===== config.mk =====
export PLATFORM = sky130hd
export DESIGN_NAME = buffer_slot_state_tracker_unit
export DESIGN_NICKNAME = d
export VERILOG_FILES = /design/src/bsst_pkg.sv /design/src/buffer_slot_state_tracker_unit.sv /design/src/bsst_ram.sv
export SDC_FILE = /design/constraint.sdc
export NUM_CORES = 1
export LEC_CHECK = 0
export ABC_AREA = 1
export BUFFER_PORTS_ARGS = -buffer_cell sky130_fd_sc_hd__buf_2
export CAP_MARGIN = 5
export CORE_UTILIZATION = 34
export DETAILED_ROUTE_END_ITERATION = 8
export PLACE_DENSITY = 0.58
export SETUP_SLACK_MARGIN = 0.3
export SLEW_MARGIN = 40
export SYNTH_ARGS = -nofsm -noshare
export SYNTH_HDL_FRONTEND = slang
export SYNTH_HIERARCHICAL = 1
export SYNTH_SLANG_ARGS = --single-unit
export TNS_END_PERCENT = 1

===== constraint.sdc =====
create_clock -name i_clk -period 6 [get_ports i_clk]
set_clock_uncertainty 0.15 [all_clocks]
set_input_delay 0.9 -clock i_clk [delete_from_list [all_inputs] [get_ports i_clk]]
set_output_delay 0.9 -clock i_clk [all_outputs]
set_load 0.02 [all_outputs]

===== src/bsst_pkg.sv =====
// Shared types and constants for the buffer slot state tracker.
package bsst_pkg;

    localparam int SLOTS_DEF = 16;
    localparam int STATE_W   = 4;
    localparam int USE_W     = 5;
    localparam int LIMIT_W   = 5;
    localparam int OUT_W     = 4;
    localparam int CFG_IDX_W = 1;
    localparam int CFG_W     = 5;

    localparam logic [USE_W-1:0]   USE_RST  = 5'd13;
    localparam logic [STATE_W-1:0] IDLE_RST = 4'd0;

    localparam logic [CFG_IDX_W-1:0] CFG_SLOTS_IN_USE = 1'b0;
    localparam logic [CFG_IDX_W-1:0] CFG_IDLE_CODE    = 1'b1;

    localparam logic FUNC_ACQUIRE = 1'b0;
    localparam logic FUNC_SET     = 1'b1;

    typedef struct packed {
        logic               func;
        logic [STATE_W-1:0] match_state;
        logic [STATE_W-1:0] target_state;
        logic [3:0]         slot_index;
        logic [LIMIT_W-1:0] limit_count;
    } t_req;

    typedef struct packed {
        logic             found;
        logic [OUT_W-1:0] slot_out;
    } t_rsp;

endpackage


===== src/buffer_slot_state_tracker_unit.sv =====
// Top level: slot state table with a sequenced scan over a single RAM read port.
// A set naming a slot outside the active range, or any word when no slots are active, is answered in
// the cycle after it is accepted, without a scan; otherwise a scan reads each active slot in turn
// (n = active slot count), waits out the RAM read latency and closes; an acquire hit at slot k ends it early.
// A new word is accepted only while not busy, so not during a scan; one per cycle if rejected.
// Reset (synchronous, active low): slots read as idle code 0, slots_in_use 13; receiver cannot stall.
module buffer_slot_state_tracker_unit #(
    parameter int SLOTS = bsst_pkg::SLOTS_DEF
) (
    input  logic                           i_clk,
    input  logic                           i_rst_n,
    input  logic                           i_start,
    output logic                           o_busy,
    input  bsst_pkg::t_req                 i_req,
    output logic                           o_strobe,
    output bsst_pkg::t_rsp                 o_rsp,
    input  logic                           i_cfg_we,
    input  logic [bsst_pkg::CFG_IDX_W-1:0] i_cfg_idx,
    input  logic [bsst_pkg::CFG_W-1:0]     i_cfg_wdata
);

    localparam int IDX_W = $clog2(SLOTS);
    localparam int CNT_W = $clog2(SLOTS + 1);
    localparam int CW    = (CNT_W > bsst_pkg::USE_W) ? CNT_W : bsst_pkg::USE_W;
    localparam int SW    = bsst_pkg::STATE_W;

    localparam logic S_IDLE = 1'b0;
    localparam logic S_SCAN = 1'b1;

    logic                         r_state, n_state;
    logic [bsst_pkg::USE_W-1:0]   r_use;
    logic [SW-1:0]                r_idle;
    logic [SLOTS-1:0]             r_valid;
    logic                         r_rvalid;

    logic                         r_func;
    logic [SW-1:0]                r_match, r_target;
    logic [3:0]                   r_named;
    logic [bsst_pkg::LIMIT_W-1:0] r_limit;
    logic [CW-1:0]                r_n;

    logic [CW-1:0]                r_addr, n_addr;
    logic [CW-1:0]                r_paddr, n_paddr;
    logic                         r_pend, n_pend;
    logic [CW-1:0]                r_cnt, n_cnt;

    logic                         r_strobe, n_strobe;
    bsst_pkg::t_rsp               r_rsp, n_rsp;

    logic                         we;
    logic [IDX_W-1:0]             waddr;
    logic [SW-1:0]                wdata;
    logic [IDX_W-1:0]             raddr;
    logic [SW-1:0]                rdata, cur;
    logic [CW-1:0]                n_act, named_w, limit_w, cnt_inc;
    logic                         accept;

    bsst_ram #(
        .WIDTH(SW),
        .DEPTH(SLOTS)
    ) u_ram (
        .i_clk  (i_clk),
        .i_we   (we),
        .i_waddr(waddr),
        .i_wdata(wdata),
        .i_raddr(raddr),
        .o_rdata(rdata)
    );

    assign accept  = i_start && (r_state == S_IDLE);
    assign raddr   = r_addr[IDX_W-1:0];
    assign cur     = r_rvalid ? rdata : bsst_pkg::IDLE_RST;
    assign n_act   = (CW'(r_use) > CW'(SLOTS)) ? CW'(SLOTS) : CW'(r_use);
    assign named_w = CW'(r_named);
    assign limit_w = CW'(r_limit);
    assign cnt_inc = r_cnt + CW'(1);

    always_comb begin
        n_state  = r_state;
        n_addr   = r_addr;
        n_paddr  = r_paddr;
        n_pend   = 1'b0;
        n_cnt    = r_cnt;
        n_strobe = 1'b0;
        n_rsp    = r_rsp;
        we       = 1'b0;
        waddr    = r_paddr[IDX_W-1:0];
        wdata    = r_target;
        unique case (r_state)
            S_IDLE: begin
                if (accept) begin
                    n_addr = '0;
                    n_cnt  = '0;
                    if (n_act == '0 || (i_req.func == bsst_pkg::FUNC_SET
                            && CW'(i_req.slot_index) >= n_act)) begin
                        n_strobe = 1'b1;
                        n_rsp    = '0;
                    end else begin
                        n_state = S_SCAN;
                    end
                end
            end
            S_SCAN: begin
                if (r_addr < r_n) begin
                    n_pend  = 1'b1;
                    n_paddr = r_addr;
                    n_addr  = r_addr + CW'(1);
                end
                if (r_pend) begin
                    if (r_func == bsst_pkg::FUNC_ACQUIRE) begin
                        if (cur == r_match) begin
                            we             = 1'b1;
                            n_state        = S_IDLE;
                            n_pend         = 1'b0;
                            n_strobe       = 1'b1;
                            n_rsp.found    = 1'b1;
                            n_rsp.slot_out = bsst_pkg::OUT_W'(r_paddr);
                        end
                    end else if (cur == r_target) begin
                        n_cnt = cnt_inc;
                        if (r_limit != '0 && cnt_inc >= limit_w) begin
                            we    = 1'b1;
                            wdata = r_idle;
                        end
                    end
                end else if (r_addr >= r_n) begin
                    n_state  = S_IDLE;
                    n_strobe = 1'b1;
                    if (r_func == bsst_pkg::FUNC_SET) begin
                        we             = 1'b1;
                        waddr          = named_w[IDX_W-1:0];
                        n_rsp.found    = 1'b1;
                        n_rsp.slot_out = r_named;
                    end else begin
                        n_rsp = '0;
                    end
                end
            end
            default: n_state = S_IDLE;
        endcase
    end

    always_ff @(posedge i_clk) begin
        if (!i_rst_n) begin
            r_state  <= S_IDLE;
            r_use    <= bsst_pkg::USE_RST;
            r_idle   <= bsst_pkg::IDLE_RST;
            r_valid  <= '0;
            r_pend   <= 1'b0;
            r_strobe <= 1'b0;
        end else begin
            r_state  <= n_state;
            r_pend   <= n_pend;
            r_strobe <= n_strobe;
            if (we) begin
                r_valid[waddr] <= 1'b1;
            end
            if (i_cfg_we) begin
                unique case (i_cfg_idx)
                    bsst_pkg::CFG_SLOTS_IN_USE: r_use  <= i_cfg_wdata[bsst_pkg::USE_W-1:0];
                    bsst_pkg::CFG_IDLE_CODE:    r_idle <= i_cfg_wdata[SW-1:0];
                    default: ;
                endcase
            end
        end
    end

    always_ff @(posedge i_clk) begin
        r_rvalid <= r_valid[raddr];
        r_addr   <= n_addr;
        r_paddr  <= n_paddr;
        r_cnt    <= n_cnt;
        r_rsp    <= n_rsp;
        if (accept) begin
            r_func   <= i_req.func;
            r_match  <= i_req.match_state;
            r_target <= i_req.target_state;
            r_named  <= i_req.slot_index;
            r_limit  <= i_req.limit_count;
            r_n      <= n_act;
        end
    end

    assign o_busy   = (r_state != S_IDLE);
    assign o_strobe = r_strobe;
    assign o_rsp    = r_rsp;

endmodule


===== src/bsst_ram.sv =====
// Generic single-write, single-read RAM with registered read data.
module bsst_ram #(
    parameter int WIDTH = 4,
    parameter int DEPTH = 16
) (
    input  logic                     i_clk,
    input  logic                     i_we,
    input  logic [$clog2(DEPTH)-1:0] i_waddr,
    input  logic [WIDTH-1:0]         i_wdata,
    input  logic [$clog2(DEPTH)-1:0] i_raddr,
    output logic [WIDTH-1:0]         o_rdata
);

    logic [WIDTH-1:0] r_mem [DEPTH];
    logic [WIDTH-1:0] r_rdata;

    always_ff @(posedge i_clk) begin
        if (i_we) begin
            r_mem[i_waddr] <= i_wdata;
        end
        r_rdata <= r_mem[i_raddr];
    end

    assign o_rdata = r_rdata;

endmodule


==> flow_metrics.py, run 1 <==
metrics = {
    "status": {
        "status": "complete, no violations",
    },
    "synthesis": {
        "synthesis.yosys.warnings": 6,
        "synth_area_leaders": "sky130_fd_sc_hd__edfxtp_1 (48%), sky130_fd_sc_hd__dfxtp_1 (10%), sky130_fd_sc_hd__nand2_1 (8.6%), sky130_fd_sc_hd__inv_1 (6.7%), sky130_fd_sc_hd__nand3_1 (6.1%)",
        "synth-async-reset-ratio": 0,
        "synth_most_common_cell": "sky130_fd_sc_hd__nand2_1",
        "ffs_latches_synth": 139,
        "synth.top_cells.by_count": "sky130_fd_sc_hd__nand2_1 (151), sky130_fd_sc_hd__inv_1 (117), sky130_fd_sc_hd__edfxtp_1 (106), sky130_fd_sc_hd__nand3_1 (81), sky130_fd_sc_hd__nor2_1 (57)",
        "synthesis.nets": 736,
        "synth_flop_cell": "sky130_fd_sc_hd__edfxtp_1",
        "post_synth_inst_count": 692,
        "synth_cell_types": 40,
        "synthesis.area_per_instance_um2": 9.53,
        "synth_largest_area_cell": "sky130_fd_sc_hd__edfxtp_1",
        "synthesis.area_um2": 6600,
        "synth-seq-area-share": 0.583,
        "synth_top_cell_area_share": 0.483,
        "synth_edf_count": 106,
    },
    "routing": {
        "viasPerCell": 4.50,
        "initialDrtViolationCount": 289,
        "drc_errors": 0,
        "detail_route.first_pass.iterations": 4,
        "dr_total_vias": 4515,
        "wl_um": 13600,
        "detail-route-antenna-nets": 0,
        "wire_per_inst_um": 13.6,
    },
    "sta": {
        "worst-slew-pin-transition_ns": 0.730,
        "timing.final.setup_violations": 0,
        "finalHoldViolations": 0,
        "clock.fmax_mhz": 317,
        "fin_crit_ns": 3.16,
        "max-slew-margin-rel": 0.513,
        "unrepaired_setup_endpoints_after_global_routing": "false",
        "slew_violations": 0,
        "layout_worst_path_cycle_share": 0.526,
        "finalSetupTns_ns": 0,
    },
    "clock_tree": {
        "cts_hold_buffers_added": 0,
        "cts_inserted_buffers": 17,
        "clkTransAtPathRegs_ns": 0.06,
        "clkSinkCount": 139,
        "cts_buffer_depth": 2,
        "h-tree-depth": 4,
        "cts-resized-gates": 0,
        "post_cts_buffers": 0,
        "clk_root_buffer_cell": "sky130_fd_sc_hd__clkbuf_16",
        "clock_insertion_delay_worst_skew_ns": 0.42,
        "cts_tree": "done",
    },
    "power_and_ir_drop": {
        "power_frac_clock": 0.360,
        "p_comb_frac": 0.175,
        "netSwitchingFraction": 0.292,
        "cell_internal_pwr_w": 0.00176,
        "p_switching_w": 0.000726,
        "power_density_nw_per_um2": 332,
        "seqPwrFrac": 0.465,
        "report.power.total_w": 0.00249,
        "cellLeakagePower_nw": 3.18,
        "vdd_ir_drop_max_mv": 0.227,
    },
    "job": {
        "cap_viol_max_count": 0,
    },
    "die": {
        "fp.dieH_um": 141,
        "die_area_um2": 20000,
        "fp.dieW_um": 141,
        "placeable_core_area_um2": 18800,
        "io_pins": 35,
        "core.rowCount": 50,
        "floorplan.initialDensity": 0.350,
    },
    "placement": {
        "placed_cells": 971,
        "buffer_ports.inserted": 34,
        "globalplace.congestion": 0.817,
        "hpwl_um": 9360,
    },
    "setup_path": {
        "critical_path_peak_fanout": 13,
        "crit_family": "simple AND/OR/NAND/NOR gates",
        "kind_of_end_point_of_the_critical_path": "register",
        "timing.critical_path.mode_cell": "sky130_fd_sc_hd__nand2_1",
        "critPathArrivalTime_ns": 3.08,
        "worst-r2r-setup-slack_ns": 2.84,
        "cp.buffers_inverters": 4,
        "ordered_cell_list_for_the_critical_path": "ha_1 > nand2_1 > inv_1 > nand2_1 > xor2_1 > inv_1 > ha_1 > nand2_1 > inv_1 > nand2_1 > nand2_1 > nand3_1 > nand2_1 > nand2_2 > inv_2 > nand3_1 > nor2_1",
        "worstSetupStartpointType": "register",
        "crit_type": "register to register",
        "critPathRequiredTime_ns": 5.93,
        "critical-path-max-stage-delay_ns": 0.43,
        "critical_path.slowest_cell": "sky130_fd_sc_hd__edfxtp_1",
    },
    "final_layout": {
        "filler_cells_inserted": 1825,
        "diodes": 0,
        "area_growth_pct": 13.5,
        "drive_gt1_frac": 0.140,
        "fin_cells": 1003,
        "final_util": 0.398,
        "final_nets": 774,
    },
    "global_routing": {
        "grt_pass1_wl_um": 21800,
        "antenna_violations_before_repair": 0,
        "grt_pass1_vias": 4294,
        "grt_max_degree": 52,
        "global_route.usage.total": 0.146,
        "globalRouteOverflowTotal": 0,
    },
    "hold_path": {
        "worst_hold_path_type": "register to register",
    },
}
-- layer usage --
metal,routed length [um],global-route usage,share of wire
met5,0,0,0
met4,285,0.0652,0.021
met3,444,0.0429,0.033
met2,6170,0.227,0.45
met1,6700,0.188,0.49
-- per-stage QoR --
step | setup slack [ns] | hold slack, ns | area [um2]
CTS | 2.85 | 0.303 | 7490
finish | 2.84 | 0.302 | 7490
detailed placement | 2.86 | 0.293 | 6980
floorplan | 3.29 | 0.280 | 6600
global route | 2.53 | 0.323 | 7490
global placement | 2.66 | 0.290 | 6980
-- layout by cell type (no fill, tap or decap), drive strengths merged --
cell type | Yosys | final
nor2 | 65 | 65
clkinv | 1 | 8
nand4 | 7 | 7
a211oi | 1 | 1
nand2 | 164 | 164
edfxtp | 106 | 106
nor3 | 3 | 3
xor2 | 2 | 2
clkbuf | 6 | 23
o31ai | 1 | 1
dfxtp | 33 | 33
buf | 14 | 39
a31oi | 1 | 1
a32o | 5 | 5
mux2 | 1 | 1
ha | 16 | 16
o21ai | 14 | 14
o211ai | 6 | 6
a21oi | 33 | 33
o221ai | 1 | 1
clkinvlp | 0 | 2
or2 | 2 | 2
xnor2 | 2 | 2
nor4 | 1 | 1
inv | 124 | 124
nand3 | 83 | 83
-- layout make-up --
cell class,instances,area (um2),area share
clock inverters,9,53.8,0.00719
flip-flops and latches,139,3840,0.513
well taps,260,325,0.0435
multi-input cells,408,2130,0.284
inverters,125,479,0.0640
clock buffers,23,448,0.0598
repair buffers,39,208,0.0277
-- path summary, 6_finish.rpt --
| check | end | cells after the start | from |
|---|---|---|---|
| setup / recovery | u_ram/r_mem[15][1] | 17 | r_cnt[0] |
| hold / removal | r_valid[13] | 2 | r_valid[13] |
| setup reg to reg | u_ram/r_mem[15][1] | 17 | r_cnt[0] |
| hold reg to reg | r_valid[13] | 2 | r_valid[13] |
-- worst reg2reg max path, delay by kind of cell (launching register included) --
family        cells  cell delay [ns]
xor+xnor          1             0.18
fa+ha+maj         2             0.53
buf+inv           4             0.36
flops             1             0.43
simple gates     10             1.17
-- kinds of logic (layout without fill, tap and decap cells) --
logic type	after synthesis	after routing	synth area share
compound gates	62	62	0.0575
xor+xnor	4	4	0.00531
fa+ha+maj	16	16	0.0303
buf+inv	145	196	0.0952
flops	139	139	0.583
mux	1	1	0.00171
simple gates	325	325	0.227
-- power groups by stage --
stage | clock network [W] | registers (W) | logic, W
after floorplan | 0 | 0.00116 | 0.000337
after global placement | 0 | 0.00118 | 0.000434
after detailed placement | 0 | 0.00118 | 0.000437
after CTS | 0.000915 | 0.00116 | 0.000438
after global routing | 0.000952 | 0.00116 | 0.000489
final | 0.000895 | 0.00116 | 0.000436
-- registers in the layout, indices dropped and copies added (netlist names), 5 cells and up --
| name | flops |
|---|---|
| r_cnt | 5 |
| r_use | 5 |
| r_valid | 16 |
| u_ram/r_mem | 64 |
| r_n | 5 |
| o_rsp | 5 |
| limit_w | 5 |
| r_addr | 5 |
(Power assumes the default switching activity.)
==> run 2, diff against run 1 <==
PLACE_DENSITY = 0.6   (was 0.58)
clock period = 2.7 ns   (was 6 ns; I/O delays follow)
==> run 2 against run 1 <==
Against the previous run:
- maximum frequency grew 20%
- first-iteration DRC count grew 9.3%
- global-route usage grew 0.29 points
- design area grew 8.3%
- non-clock buffer count grew 23
- register-to-register slack lost 2.8 ns
- critical path depth is the same
- sequential share of layout area shrank 3.9 points
==> flow_metrics.py, run 2 (synthesized netlist as in run 1, its figures left out) <==
metrics = {
    "status": {
        "status": "complete, no violations",
    },
    "hold_path": {
        "holdCritStartpoint": "i_req[16]",
        "worst_hold_path.num_cells": 1,
        "min_to": "r_match[3]",
        "worst_hold_path_type": "input port to register",
    },
    "global_routing": {
        "global_route.usage.total": 0.149,
        "grt_max_degree": 52,
        "antenna_violations_before_repair": 0,
        "globalRouteOverflowTotal": 0,
        "grt_pass1_wl_um": 22300,
        "grt_pass1_vias": 4356,
    },
    "clock_tree": {
        "clkSinkCount": 139,
        "cts_buffer_depth": 2,
        "cts_inserted_buffers": 17,
        "clock_insertion_delay_worst_skew_ns": 0.41,
        "cts_tree": "done",
        "clk_root_buffer_cell": "sky130_fd_sc_hd__clkbuf_16",
        "h-tree-depth": 4,
        "clkTransAtPathRegs_ns": 0.06,
    },
    "routing": {
        "detail-route-antenna-nets": 0,
        "wire_per_inst_um": 13.6,
        "dr_total_vias": 4656,
        "initialDrtViolationCount": 316,
        "drc_errors": 0,
        "viasPerCell": 4.53,
        "wl_um": 13900,
        "detail_route.first_pass.iterations": 4,
    },
    "placement": {
        "detailedPlace.worstSlack_ns": 0.00666,
        "buffer_ports.inserted": 34,
        "hpwl_um": 9790,
        "globalplace.congestion": 0.794,
    },
    "sta": {
        "finalSetupTns_ns": 0,
        "timing.final.setup_violations": 0,
        "clock.fmax_mhz": 381,
        "finalHoldViolations": 0,
        "slew_violations": 0,
        "worst-slew-pin-transition_ns": 0.640,
        "postLayoutSetupSlackWorst_ns": 0.0781,
        "fin_crit_ns": 2.62,
        "layout_worst_path_cycle_share": 0.971,
        "max-slew-margin-rel": 0.571,
        "hold-worst-slack_ns": 0.0179,
        "unrepaired_setup_endpoints_after_global_routing": "true",
    },
    "final_layout": {
        "max_reg_flops": 64,
        "layout_top_registers": "u_ram/r_mem: 64 flops, r_valid: 16 flops",
        "drive_gt1_frac": 0.235,
        "largest_register_by_flop_count": "u_ram/r_mem",
        "final_util": 0.430,
        "most_frequent_cells_in_the_layout": "sky130_fd_sc_hd__nand2_1 (144), sky130_fd_sc_hd__inv_1 (111), sky130_fd_sc_hd__edfxtp_1 (106), sky130_fd_sc_hd__nand3_1 (76)",
        "final_nets": 798,
        "layout.cells.most_common": "sky130_fd_sc_hd__nand2_1",
        "diodes": 0,
        "area_growth_pct": 22.9,
    },
    "power_and_ir_drop": {
        "power_density_nw_per_um2": 711,
        "report.power.total_w": 0.00576,
        "cellLeakagePower_nw": 3.36,
        "vdd_ir_drop_max_mv": 0.436,
    },
    "die": {
        "floorplan.initialDensity": 0.350,
        "fp.dieW_um": 141,
        "die_area_um2": 20000,
        "placeable_core_area_um2": 18800,
        "core.rowCount": 50,
        "fp.dieH_um": 141,
        "io_pins": 35,
    },
    "setup_path": {
        "critical_path_peak_fanout": 5,
        "critPathRequiredTime_ns": 2.66,
        "worst-r2r-setup-slack_ns": 0.08,
        "worstSetupStartpointType": "register",
        "crit_type": "register to register",
        "critPathArrivalTime_ns": 2.58,
        "kind_of_end_point_of_the_critical_path": "register",
        "worst_r2r_endpoint": "u_ram/r_mem[6][2]",
        "rr_startpoint": "r_cnt[0]",
        "r2r_worst_path_depth": 17,
    },
    "job": {
        "cap_viol_max_count": 0,
    },
}
[run 2: cell type report]
type                    count  area [um2]
clock buffers              21         472
clock inverters            11        71.3
multi-input cells         409        2460
well taps                 260         325
repair buffers             62         444
fillers                  1806       10700
inverters                 125         487
flip-flops and latches    139        3840
[run 2: critical path, cell delays in order, from the launching register on]
cell and delay, ns:
sky130_fd_sc_hd__edfxtp_1 0.39, sky130_fd_sc_hd__ha_2 0.21, sky130_fd_sc_hd__nand2_2 0.06, sky130_fd_sc_hd__inv_2 0.04, sky130_fd_sc_hd__nand2_2 0.06, sky130_fd_sc_hd__xor2_2 0.17, sky130_fd_sc_hd__inv_2 0.06, sky130_fd_sc_hd__ha_4 0.26
sky130_fd_sc_hd__nand2_2 0.04, sky130_fd_sc_hd__inv_1 0.04, sky130_fd_sc_hd__nand2_1 0.04, sky130_fd_sc_hd__nand2_1 0.07, sky130_fd_sc_hd__nand3_1 0.09, sky130_fd_sc_hd__nand2_1 0.10, sky130_fd_sc_hd__nand2_2 0.08, sky130_fd_sc_hd__clkinv_4 0.10
sky130_fd_sc_hd__nand3_4 0.14, sky130_fd_sc_hd__nor2_4 0.20
[run 2: routing by layer]
metal,part of all wire,GRT usage,wire [um],vias to the layer above
met5,0,0,0,-
met4,0.018,0.0727,255,0
met1,0.46,0.193,6440,2165
met3,0.040,0.0260,550,16
met2,0.48,0.241,6670,79
li1,-,-,-,2396
[run 2: worst max path at each step]
| stage | cells past startpoint | endpoint | startpoint | slack, ns |
|---|---|---|---|---|
| after floorplan | 13 | u_ram/r_mem[0][1] | r_cnt[0] | 0.12 |
| after global placement | 17 | u_ram/r_mem[5][3] | r_cnt[1] | 0.06 |
| after detailed placement | 17 | u_ram/r_mem[5][3] | r_cnt[1] | 0.007 |
| after CTS | 17 | u_ram/r_mem[8][2] | r_cnt[1] | 0.02 |
| after global routing | 17 | u_ram/r_mem[6][3] | r_cnt[0] | -0.11 |
| final | 17 | u_ram/r_mem[6][2] | r_cnt[0] | 0.08 |
[run 2: power breakdown]
part           total [W]  internal, W  switching (W)
clock network    0.00209      0.00124       0.000843
registers        0.00256      0.00246      0.0000963
logic            0.00111     0.000364       0.000751
total            0.00576      0.00407        0.00169
[run 2: what timing repair did]
item	CTS	global route
hold endpoints to repair	5	1
endpoints found under the setup margin	149	151
hold buffers	5	1
gates cloned	1	0
pin swaps	2	28
resized for setup	8	46
buffers inserted	2	1
[run 2: through the flow]
| stage | instance area [um2] | cells |
|---|---|---|
| after global routing | 8100 | 1027 |
| after CTS | 7920 | 1025 |
| after detailed placement | 7260 | 985 |
| after floorplan | 6730 | 692 |
| after global placement | 7260 | 985 |
| final | 8100 | 1027 |
